$ cat config.mk
export PLATFORM = sky130hd
export DESIGN_NAME = alpha_bitmap_bounding_box
export DESIGN_NICKNAME = d
export VERILOG_FILES = /design/src/hdl/abbb_pkg.sv /design/src/hdl/alpha_bitmap_bounding_box.sv
export SDC_FILE = /design/constraint.sdc
export NUM_CORES = 1
export LEC_CHECK = 0
export BUFFER_PORTS_ARGS = -buffer_cell sky130_fd_sc_hd__buf_2
export CAP_MARGIN = 20
export CELL_PAD_IN_SITES_DETAIL_PLACEMENT = 1
export CELL_PAD_IN_SITES_GLOBAL_PLACEMENT = 2
export CORE_ASPECT_RATIO = 1.4
export CORE_MARGIN = 10
export CORE_UTILIZATION = 37
export CTS_CLUSTER_DIAMETER = 150
export DETAILED_ROUTE_END_ITERATION = 16
export PLACE_DENSITY_LB_ADDON = 0.05
export SETUP_SLACK_MARGIN = 0.02
export SLEW_MARGIN = 0
export SYNTH_ARGS = -nofsm -noshare
export SYNTH_HDL_FRONTEND = slang
export SYNTH_SLANG_ARGS = --single-unit
$ cat constraint.sdc
create_clock -name i_clk -period 6.1 [get_ports i_clk]
set_clock_uncertainty 0.2 [all_clocks]
set_input_delay 0.305 -clock i_clk [delete_from_list [all_inputs] [get_ports i_clk]]
set_output_delay 0.305 -clock i_clk [all_outputs]
set_load 0.005 [all_outputs]
$ cat src/hdl/abbb_pkg.sv
// Package for the alpha bitmap bounding box block: operation codes, beat layouts
// and default sizes. It has no dependencies, and the top level and its checker import it.
`default_nettype none

package abbb_pkg;

    localparam int MAX_DIM_DEFAULT = 8192;

    localparam int OP_W     = 2;
    localparam int COORD_W  = 14;
    localparam int DIM_W    = 13;
    localparam int ALPHA_W  = 8;
    localparam int EDGE_W   = 16;
    localparam int RPOS_W   = 15;
    localparam int RSIZE_W  = 16;
    localparam int IN_W     = 64;
    localparam int OUT_W    = 64;

    typedef enum logic [OP_W-1:0] {
        OP_HEADER = 2'd0,
        OP_PIXEL  = 2'd1,
        OP_END    = 2'd2,
        OP_REPEAT = 2'd3
    } t_op;

    // Input beat payload; the first member listed sits in the highest bits.
    typedef struct packed {
        logic [ALPHA_W-1:0] alpha;
        logic               first_image;
        logic               skip_image;
        logic [DIM_W-1:0]   image_height;
        logic [DIM_W-1:0]   image_width;
        logic [COORD_W-1:0] image_y;
        logic [COORD_W-1:0] image_x;
    } t_in_beat;

    // Rectangle as it leaves on the output stream.
    typedef struct packed {
        logic [RSIZE_W-1:0] rect_h;
        logic [RSIZE_W-1:0] rect_w;
        logic [RPOS_W-1:0]  rect_y;
        logic [RPOS_W-1:0]  rect_x;
    } t_rect;

endpackage

`default_nettype wire

$ cat src/hdl/alpha_bitmap_bounding_box.sv
// Top level of the alpha bitmap bounding box: the input register, the edge tracking
// logic and the output register. It depends on abbb_pkg.
`default_nettype none

//  Channel  Direction  Ports                          Contents
//  s        in         i_s_tvalid/o_s_tready          header, pixel, end of frame, repeat
//  m        out        o_m_tvalid/i_m_tready          bounding rectangle x, y, w, h
//
// One beat is accepted per cycle. A beat first lands in the input register, and
// in the next cycle it updates the edge registers. End of frame and repeat load
// the output register, which then offers the rectangle. The
// input register stalls only when it holds an end of frame or a repeat beat while
// the output register still holds a rectangle that has not been taken. Header and
// pixel beats keep flowing while a result waits. The reset is synchronous and
// active low: it clears the edges, counters, the current image and the kept
// rectangle, and it holds o_s_tready low.
module alpha_bitmap_bounding_box #(
    parameter int MAX_DIM = abbb_pkg::MAX_DIM_DEFAULT
) (
    input  wire logic                      i_clk,
    input  wire logic                      i_rst_n,
    input  wire logic                      i_s_tvalid,
    output logic                           o_s_tready,
    // From bit 0: image_x[13:0], image_y[27:14], image_width[40:28],
    // image_height[53:41], skip_image[54], first_image[55], alpha[63:56].
    input  wire logic [abbb_pkg::IN_W-1:0] i_s_tdata,
    // From bit 0: op[1:0].
    input  wire logic [abbb_pkg::OP_W-1:0] i_s_tuser,
    output logic                           o_m_tvalid,
    input  wire logic                      i_m_tready,
    // From bit 0: rect_x[14:0], rect_y[29:15], rect_w[45:30], rect_h[61:46],
    // zero fill[63:62].
    output logic [abbb_pkg::OUT_W-1:0]     o_m_tdata
);
    import abbb_pkg::*;

    // Counters hold the positions 0 to MAX_DIM-1. The incremented value needs
    // one more bit so that it can reach MAX_DIM itself.
    localparam int CW   = $clog2(MAX_DIM);
    localparam int CW1  = CW + 1;
    localparam int CMPW = (CW1 > DIM_W) ? CW1 : DIM_W;
    localparam logic [CW1-1:0] MAX_CNT = CW1'(MAX_DIM);

    // Input register.
    logic                 r_in_valid;
    t_op                  r_op;
    t_in_beat             r_in;

    // Edge tracking state.
    logic [EDGE_W-1:0]    r_left, r_top, r_right, r_bottom;
    logic [EDGE_W-1:0]    n_left, n_top, n_right, n_bottom;
    logic [CW-1:0]        r_col, r_row, n_col, n_row;
    logic                 r_row_painted, n_row_painted;
    logic [COORD_W-1:0]   r_cur_x, r_cur_y, n_cur_x, n_cur_y;
    logic [DIM_W-1:0]     r_cur_w, n_cur_w;
    logic                 r_cur_skip, n_cur_skip;
    t_rect                r_last, n_last;

    logic                 r_out_valid;

    logic                 has_result;
    logic                 advance;
    logic [EDGE_W-1:0]    pix_x, pix_y;
    logic [CW1-1:0]       col_inc, row_inc;
    logic                 row_done;
    logic                 painted;

    // A beat leaves the input register unless it makes a result and the
    // output register cannot take it in this cycle.
    assign has_result = (r_op == OP_END) || (r_op == OP_REPEAT);
    assign advance    = r_in_valid && (!has_result || !r_out_valid || i_m_tready);
    assign o_s_tready = i_rst_n && (!r_in_valid || advance);

    // Frame positions are one-based: a painted pixel at column c moves the
    // right edge to c+1 and the left edge to c.
    assign pix_x    = EDGE_W'(r_cur_x) + EDGE_W'(r_col) + EDGE_W'(1);
    assign pix_y    = EDGE_W'(r_cur_y) + EDGE_W'(r_row) + EDGE_W'(1);
    assign col_inc  = CW1'(r_col) + CW1'(1);
    assign row_inc  = CW1'(r_row) + CW1'(1);
    // A row ends at the image width or at MAX_DIM. A zero width ends every row
    // at once.
    assign row_done = (CMPW'(col_inc) >= CMPW'(r_cur_w)) || (col_inc >= MAX_CNT);
    assign painted  = (r_in.alpha != '0) && !r_cur_skip;

    always_comb begin
        n_left        = r_left;
        n_top         = r_top;
        n_right       = r_right;
        n_bottom      = r_bottom;
        n_col         = r_col;
        n_row         = r_row;
        n_row_painted = r_row_painted;
        n_cur_x       = r_cur_x;
        n_cur_y       = r_cur_y;
        n_cur_w       = r_cur_w;
        n_cur_skip    = r_cur_skip;
        n_last        = r_last;
        if (advance) begin
            unique case (r_op)
                OP_HEADER: begin
                    n_cur_x    = r_in.image_x;
                    n_cur_y    = r_in.image_y;
                    n_cur_w    = r_in.image_width;
                    n_cur_skip = r_in.skip_image;
                    // The first image of a frame starts the bounds inverted so
                    // that the first painted pixel inside the image sets every edge.
                    if (r_in.first_image) begin
                        n_left   = EDGE_W'(r_in.image_x) + EDGE_W'(r_in.image_width);
                        n_top    = EDGE_W'(r_in.image_y) + EDGE_W'(r_in.image_height);
                        n_right  = '0;
                        n_bottom = '0;
                    end
                    n_col         = '0;
                    n_row         = '0;
                    n_row_painted = 1'b0;
                end
                OP_PIXEL: begin
                    if (painted) begin
                        if (pix_x <= r_left) begin
                            n_left = pix_x - EDGE_W'(1);
                        end
                        if (pix_x > r_right) begin
                            n_right = pix_x;
                        end
                        // The top and bottom edges move once per row at most.
                        if (!r_row_painted) begin
                            if (pix_y <= r_top) begin
                                n_top = pix_y - EDGE_W'(1);
                            end
                            if (pix_y > r_bottom) begin
                                n_bottom = pix_y;
                            end
                            n_row_painted = 1'b1;
                        end
                    end
                    if (row_done) begin
                        n_col         = '0;
                        n_row_painted = 1'b0;
                        n_row         = (row_inc >= MAX_CNT) ? '0 : row_inc[CW-1:0];
                    end else begin
                        n_col = col_inc[CW-1:0];
                    end
                end
                OP_END: begin
                    n_last.rect_x = r_left[RPOS_W-1:0];
                    n_last.rect_y = r_top[RPOS_W-1:0];
                    n_last.rect_w = r_right - r_left;
                    n_last.rect_h = r_bottom - r_top;
                end
                OP_REPEAT: begin
                end
                default: begin
                end
            endcase
        end
    end

    always_ff @(posedge i_clk) begin
        if (!i_rst_n) begin
            r_in_valid    <= 1'b0;
            r_out_valid   <= 1'b0;
            r_left        <= '0;
            r_top         <= '0;
            r_right       <= '0;
            r_bottom      <= '0;
            r_col         <= '0;
            r_row         <= '0;
            r_row_painted <= 1'b0;
            r_cur_x       <= '0;
            r_cur_y       <= '0;
            r_cur_w       <= '0;
            r_cur_skip    <= 1'b0;
            r_last        <= '0;
        end else begin
            if (o_s_tready) begin
                r_in_valid <= i_s_tvalid;
            end
            if (advance && has_result) begin
                r_out_valid <= 1'b1;
            end else if (i_m_tready) begin
                r_out_valid <= 1'b0;
            end
            r_left        <= n_left;
            r_top         <= n_top;
            r_right       <= n_right;
            r_bottom      <= n_bottom;
            r_col         <= n_col;
            r_row         <= n_row;
            r_row_painted <= n_row_painted;
            r_cur_x       <= n_cur_x;
            r_cur_y       <= n_cur_y;
            r_cur_w       <= n_cur_w;
            r_cur_skip    <= n_cur_skip;
            r_last        <= n_last;
        end
    end

    // The input payload needs no reset.
    always_ff @(posedge i_clk) begin
        if (o_s_tready && i_s_tvalid) begin
            r_op <= t_op'(i_s_tuser);
            r_in <= t_in_beat'(i_s_tdata);
        end
    end

    // The kept rectangle changes only when an end of frame beat loads the output
    // register, which is free at that moment. It therefore serves as the output
    // payload for both end of frame and repeat beats.
    assign o_m_tvalid = r_out_valid;
    assign o_m_tdata  = OUT_W'(r_last);

endmodule

`default_nettype wire

==> summary.md, run 1 <==
| Metric | Value |
|---|---|
| Status | `finished clean` |
| Yosys warns | `0` |
| Final Max Tran Viols | `0` |
| Nets | `2253` |
| Area of the multi-input gates | `9080 µm²` |
| Min-Delay Path Depth | `3` |
| Die Ht | `264 µm` |
| CP endpoint kind | `register` |
| Minimum clock period after layout | `5.19 ns` |
| Worst path most repeated cell | `a21oi_1` |
| Drt via density | `5.24` |
| Drt drc | `0` |
| ANT cells | `0` |
| Kind of critical path | `register to register` |
| Ports | `136` |
| Inserted Clock Buffers | `30` |
| Seq/Total Area, Yosys | `37.5%` |
| Least-Margin Pin Slew | `1.09 ns` |
| Non-Filler Cell Area, Final | `18600 µm²` |
| Synth top cells by count | `nand2_1, a21oi_1, dfxtp_1, ha_1, inv_1` |
| Most frequent cell after synthesis | `nand2_1` |
| FF-to-FF path depth | `18` |
| H-tree depth | `1` |
| Vias | `13.6k` |
| Top cell type's share of synthesized area | `24.9%` |
| Seq. cell area | `5890 µm²` |
| Critical path peak fanout | `16` |
| Post-synth ARST share | `0%` |
| Synth Instances | `1850` |
| Placed inst area | `16900 µm²` |
| Netlist cell types | `80` |
| Die area | `51200 µm²` |
| Min-delay src | `i_rst_n` |
| Worst Hold End | `r_left[15]` |
| Fin Setup TNS | `0 ns` |
| Worst endpoint data arrival time | `5.48 ns` |
| First-pass GRT wire length | `78500 µm` |
| Vias in the first global route | `14.3k` |
| Final setup fails | `0` |
| Non-filler instance count after layout | `2588` |
| Hold crit path type | `primary input to register` |
| Startpoint Class | `register` |
| Fmax achieved | `193 MHz` |
| Routed Antenna Nets | `0` |
| Final hold violation count | `0` |
| Final RePlAce weighted congestion | `0.830` |
| Tot Pwr | `4.35 mW` |
| Fillers | `4994` |
| Clock latency on the worst-skew pair | `0.59 ns` |
| Slowest stage delay, CP | `0.52 ns` |
| First DRT Iteration DRCs | `498` |
| Worst path bufs/invs | `1` |
| Synth area leader | `dfxtp_1` |
| Core area | `42100 µm²` |
| Post-CTS sizing | `0` |
| Share of cells above drive strength 1 | `11.9%` |
| Largest net degree at the start of global routing | `111` |
| CP Cell Sequence | `inv_1 > ha_1 > nor2b_1 > o2111ai_1 > a31oi_1 > a21oi_1 > o21ai_0 > xor2_1 > ha_1 > a21o_1 > a21oi_1 > o22ai_1 > a211oi_1 > nor3_1 > a211o_1 > nor2_1 > or4b_1 > a21oi_1` |
| IR drop worst, VDD | `0.000241 V` |
| Clock Sinks | `261` |
| Post-DR wirelength/cell | `18.7 µm` |
| Rel. slew slack | `27.2%` |
| Mapped Area | `15700 µm²` |
| Synth area leaders | `dfxtp_1, ha_1, edfxtp_1, nand2_1, a21oi_1` |
| Critical Path RT | `6.40 ns` |
| CTS root buffer | `clkbuf_16` |
| GR Util All Layers | `18.3%` |
| TritonRoute pass-1 iters | `4` |
| Final core occ | `44.3%` |
| Worst r2r dst | `r_top[15]` |
| Number of port buffers | `133` |
| Initial antenna violation count | `0` |
| Inst Count DP | `2464` |
| Power per Cell Area | `234 nW/µm²` |
| Die outline width | `194 µm` |
| Starting Density | `37.3%` |
| Post-CTS setup buffer count | `0` |
| Post-synth EDFFs | `66` |
| DP Wirelength | `36300 µm` |
| Final WL | `48300 µm` |
| Grt ovf | `0` |
| CP max-delay cell | `a211o_1` |
| Avg Cell Area, Syn | `8.49 µm²` |
| #FFs+latches synth | `261` |
| Top_reg_cell synth | `dfxtp_1` |
| TritonCTS clock tree | `built` |
| Clock transition at the registers of the reported paths | `0.06 ns` |
| Core Rows | `89` |
| Clk buf depth | `3` |
| Worst reg2reg path startpoint | `r_row[0]` |
| Max-cap violations | `0` |
| Area growth syn-to-layout | `18.7%` |
| RSZ-0062 raised after global routing | `no` |
| Post-route clock period utilization | `85.0%` |
| CP top delay family | `compound AO/OA/AOI/OAI gates` |
| FF-to-FF setup slack | `0.91 ns` |
| Leak | `7.55 nW` |
-- state kept, by name (all words and copies together) (netlist names) --
| name | cells |
|---|---|
| r_right | 15 |
| r_left | 16 |
| r_top | 16 |
| r_col | 13 |
| r_in_valid | 1 |
| r_cur_skip | 1 |
| o_m_tdata | 62 |
| r_bottom | 15 |
| r_cur_w | 13 |
| r_cur_x | 14 |
| r_row_painted | 1 |
| r_cur_y | 14 |
| r_row | 13 |
| r_in | 64 |
| r_op | 2 |
| o_m_tvalid | 1 |
-- worst register-to-register path: cells and delay by family, from the launching register on --
kind,cells,cell delay (ns)
simple gates,4,1.02
compound gates,10,2.45
fa+ha+maj,2,0.58
flops,1,0.37
xor+xnor,1,0.44
buf+inv,1,0.08
-- cells in the final DEF, fill, tap and decap left out, types with 10 or more instances in the layout --
cell type,netlist,layout
nor3_1,30,29
o31ai_1,24,23
o21a_1,30,30
dfxtp_1,195,195
a21oi_1,206,206
inv_1,110,109
xor2_1,29,29
o21ai_0,72,72
a211oi_1,28,28
nand4_1,14,14
and3_1,19,19
nand2b_1,17,17
nand3_1,80,80
ha_1,159,159
nor4_1,13,13
clkbuf_16,0,31
nand2_1,278,278
buf_2,2,133
xnor2_1,56,56
or3_1,21,20
edfxtp_1,66,66
nor2b_1,27,25
a311oi_1,11,10
buf_4,2,17
nor2_1,103,102
dlygate4sd3_1,0,68
a21o_1,27,27
a31oi_1,11,11
o211ai_1,10,10
-- cells by family after synthesis --
group | Yosys count | synth area share [%]
multiplexers | 2 | 0.127
XOR/XNOR | 87 | 5.02
adder cells (fa/ha/maj) | 165 | 13.4
other | 1 | 0.0239
buffers and inverters | 195 | 4.90
flip-flops | 261 | 37.5
AND/OR/NAND/NOR | 649 | 19.5
AO/OA/AOI/OAI | 490 | 19.6
-- per-layer routing --
layer / track usage (%) / vias up / routed length (µm)
li1: - / 6912 / -
met1: 24.2 / 6415 / 23300
met2: 31.1 / 192 / 22600
met3: 2.59 / 38 / 1680
met4: 3.79 / 0 / 727
met5: 0 / - / 0
-- per-stage QoR --
stage	worst slack, ns	hold WS, ns
CTS	0.870	0.129
finish	0.914	0.156
floorplan	1.71	0.204
detailed placement	0.899	0.244
global route	0.455	0.155
global placement	1.02	0.238
-- how the worst max path moves through the flow --
stage	endpoint	depth (start not counted)	slack, ns	from
final	r_top[15]	18	0.91	r_row[0]
after CTS	r_top[15]	18	0.87	r_row[0]
after global placement	r_top[15]	18	1.02	r_row[0]
after floorplan	r_left[1]	19	1.71	r_col[0]
after global routing	r_top[15]	18	0.46	r_row[0]
after detailed placement	r_top[15]	18	0.90	r_row[0]
-- power breakdown --
| part | internal (mW) | switching, mW |
|---|---|---|
| Combinational | 0.236 | 0.322 |
| Clock | 1.14 | 0.799 |
| Sequential | 1.82 | 0.0339 |
-- area by class of cell --
| class | instances | area share, % |
|---|---|---|
| Clock buffer | 32 | 4.18 |
| Clock inverter | 24 | 1.47 |
| Inverter | 112 | 2.43 |
| Multi-Input combinational cell | 1395 | 48.7 |
| Sequential cell | 261 | 31.6 |
| Tap cell | 546 | 3.67 |
| Timing Repair Buffer | 218 | 7.91 |
-- repair_timing --
action                                 in CTS  in global routing
endpoints found under the hold margin      68                  0
hold buffers                               68                  0
setup endpoints to repair                   0                  0
Power figures use the tool's default switching activity.
==> run 2, diff against run 1 <==
ABC_AREA = 1   (was not set)
CORE_UTILIZATION = 35   (was 37)
==> run 2 against run 1 <==
  * Worst hold slack worse by 0.088 ns
  * Clock power decreased by 3%
  * Area after synthesis up 4.3%
  * Critical path type unchanged
  * Largest power group unchanged
==> summary.md, run 2 <==
| Metric | Value |
|---|---|
| Most common cell after layout, fill and taps aside | `nand2_1` |
| Vias in the first global route | `15.7k (+9.6%)` |
| Core area | `46200 µm² (+9.7%)` |
| RSZ-0062 raised after global routing | `no` |
| Top_reg_cell synth | `dfxtp_1` |
| Power per Cell Area | `230 nW/µm² (-1.4%)` |
| Post-DR wirelength/cell | `17.4 µm (-6.7%)` |
| GR Util met3 | `2.48% (-0.11 points)` |
| Leak | `9.05 nW (+20%)` |
| GR peak layer | `met2` |
| Clk buf depth | `3 (unchanged)` |
| CP endpoint kind | `register` |
| TritonCTS clock tree | `built` |
| Slowest stage delay, CP | `0.46 ns (-0.06 ns)` |
| First DRT Iteration DRCs | `407 (-18%)` |
| Tot Pwr | `4.44 mW (+2.1%)` |
| Share of cells above drive strength 1 | `10.5% (-1.4 points)` |
| Ports | `136 (unchanged)` |
| Hold crit path type | `primary input to register` |
| Grt ovf | `0 (unchanged)` |
| #FFs+latches synth | `261 (unchanged)` |
| CP max-delay cell | `inv_1` |
| Worst path most repeated cell | `nand2_1` |
| Synth area leaders | `dfxtp_1, ha_1, edfxtp_1, nand2_1, a21oi_1` |
| Post-CTS setup buffer count | `0 (unchanged)` |
| CTS root buffer | `clkbuf_16` |
| Starting Density | `35.4% (-1.9 points)` |
| Largest net degree at the start of global routing | `80 (-28%)` |
| Synth Instances | `2201 (+19%)` |
| Clock transition at the registers of the reported paths | `0.06 ns (about the same)` |
| Drt drc | `0 (unchanged)` |
| Nets | `2614 (+16%)` |
| CP Cell Sequence | `inv_1 > ha_1 > fa_1 > nand3b_1 > nand2_2 > nand3_1 > nand3_1 > nand2_1 > a21oi_1 > ha_1 > nand2_1 > nor2_1 > nand2_1 > o211ai_1 > o21ai_0 > nand2_2 > inv_1 > o311ai_0 > a21oi_1` |
| Startpoint Class | `register` |
| Least-Margin Pin Slew | `0.776 ns (-0.313 ns)` |
| Post-CTS sizing | `0 (unchanged)` |
| Final hold violation count | `0 (unchanged)` |
| Yosys warns | `0 (unchanged)` |
| Inst Count DP | `2895 (+17%)` |
| Minimum clock period after layout | `4.44 ns (-0.746 ns)` |
| Biggest register | `r_in` |
| Critical path peak fanout | `19 (+3)` |
| Mapped Area | `16400 µm² (+4.3%)` |
| Post-synth EDFFs | `66 (unchanged)` |
| Final WL | `52600 µm (+8.9%)` |
| Final setup fails | `0 (unchanged)` |
| Worst endpoint data arrival time | `4.74 ns (-0.74 ns)` |
| Synth area leader | `dfxtp_1` |
| Max-cap violations | `0 (unchanged)` |
| Area growth syn-to-layout | `17.9%` |
| Die Ht | `276 µm (+4.6%)` |
| Die area | `55900 µm² (+9.3%)` |
| Kind of critical path | `register to register` |
| Synth top cells by count | `nand2_1, inv_1, a21oi_1, dfxtp_1, o21ai_0` |
| Most frequent cells in the layout | `nand2_1, inv_1, a21oi_1` |
| Post-synth ARST share | `0% (unchanged)` |
| GRT met1 Usage | `22.4% (-1.8 points)` |
| Critical Path RT | `6.40 ns (about the same)` |
| Netlist cell types | `55 (-31%)` |
| H-tree depth | `1 (unchanged)` |
| First-pass GRT wire length | `83300 µm (+6.1%)` |
| Final Max Tran Viols | `0 (unchanged)` |
| Clock Sinks | `261 (unchanged)` |
| Fmax achieved | `225 MHz (+17%)` |
| Most frequent cell after synthesis | `nand2_1` |
| Fin Setup TNS | `0 ns (unchanged)` |
| Status | `finished clean` |
| Vias | `15.0k (+11%)` |
| GR Util All Layers | `18.3% (about the same)` |
| Post-route clock period utilization | `72.8% (-12 points)` |
| Met2 usage | `33.1% (+2.1 points)` |
| Die outline width | `203 µm (+4.5%)` |
| Core Rows | `93 (+4.5%)` |
| Avg Cell Area, Syn | `7.44 µm² (-12%)` |
| Top cell type's share of synthesized area | `23.8% (-1.0 points)` |
| Non-filler instance count after layout | `3019 (+17%)` |
| Inserted Clock Buffers | `31 (+3.3%)` |
| Initial antenna violation count | `1 (+1)` |
| DP Wirelength | `40700 µm (+12%)` |
| Number of port buffers | `133 (unchanged)` |
| Seq/Total Area, Yosys | `36.0% (-1.5 points)` |
| Drt via density | `4.96 (-5.3%)` |
| TritonRoute pass-1 iters | `4 (unchanged)` |
| IR drop worst, VDD | `0.000225 V (-6.5%)` |
| Routed Antenna Nets | `0 (unchanged)` |
| Clock latency on the worst-skew pair | `0.58 ns (about the same)` |
| Largest register FFs | `64 (unchanged)` |
| Final RePlAce weighted congestion | `0.850 (+2.4%)` |
| Rel. slew slack | `48.3% (+21 points)` |
==> run 2: final cells by class <==
type | count | area, µm²
Sequential cell | 261 | 5890
Clock inverter | 12 | 173
Timing Repair Buffer | 210 | 1420
Clock buffer | 43 | 841
Fill cell | 5730 | 26900
Multi-Input combinational cell | 1563 | 9040
Inverter | 312 | 1170
Tap cell | 617 | 772
Antenna cell | 1 | 2.50
==> run 2: final timing paths <==
path               from     endpoint  slack (ns)  cells after the start
max            r_col[0]    r_left[2]        1.66                     19
min             i_rst_n  r_bottom[0]        0.07                      3
max reg2reg    r_col[0]    r_left[2]        1.66                     19
min reg2reg  r_cur_w[3]   r_cur_w[3]        0.26                      2
==> run 2: worst max-delay path, delay by kind of cell (launching register included) <==
kind,cells,cell delay [ns]
DFF,1,0.42
AOI/OAI and AO/OA,5,1.08
buffers and inverters,2,0.57
and+or+nand+nor,9,1.10
adders and majority gates,3,0.98
==> run 2: through the flow <==
step	area, µm²	setup WS (ns)	util, %	hold slack (ns)
finish	19300	1.66	41.8	0.0687
floorplan	16400	1.75	-	0.204
detailed placement	17600	1.61	38.1	0.259
global placement	17600	1.79	38.1	0.247
CTS	19300	1.57	41.8	0.0343
global route	19300	1.18	41.8	0.0789
==> run 2: repair_timing <==
| item | in CTS | in global routing |
|---|---|---|
| hold buffers | 68 | 0 |
| endpoints found under the setup margin | 0 | 0 |
| endpoints found under the hold margin | 68 | 0 |
==> run 2: power by group <==
part           switching (mW)  internal, mW
Clock                   0.763          1.13
Sequential             0.0327          1.83
Combinational           0.438         0.252
Total                    1.23          3.21
==> run 2: layer usage <==
| layer | vias to the layer above | wire length, µm |
|---|---|---|
| li1 | 7668 | - |
| met1 | 7074 | 24200 |
| met2 | 184 | 25500 |
| met3 | 55 | 1740 |
| met4 | 0 | 1080 |
| met5 | - | 0 |
==> run 2: kinds of logic (layout without fill, tap and decap cells) <==
family                   Yosys count  count (layout)  synth area share, %
AO/OA/AOI/OAI                    505             505                 16.7
XOR/XNOR                          57              57                 3.19
adder cells (fa/ha/maj)          165             165                 12.9
buffers and inverters            378             577                 8.94
flip-flops                       261             261                 36.0
other                              1               3               0.0229
AND/OR/NAND/NOR                  834             834                 22.3
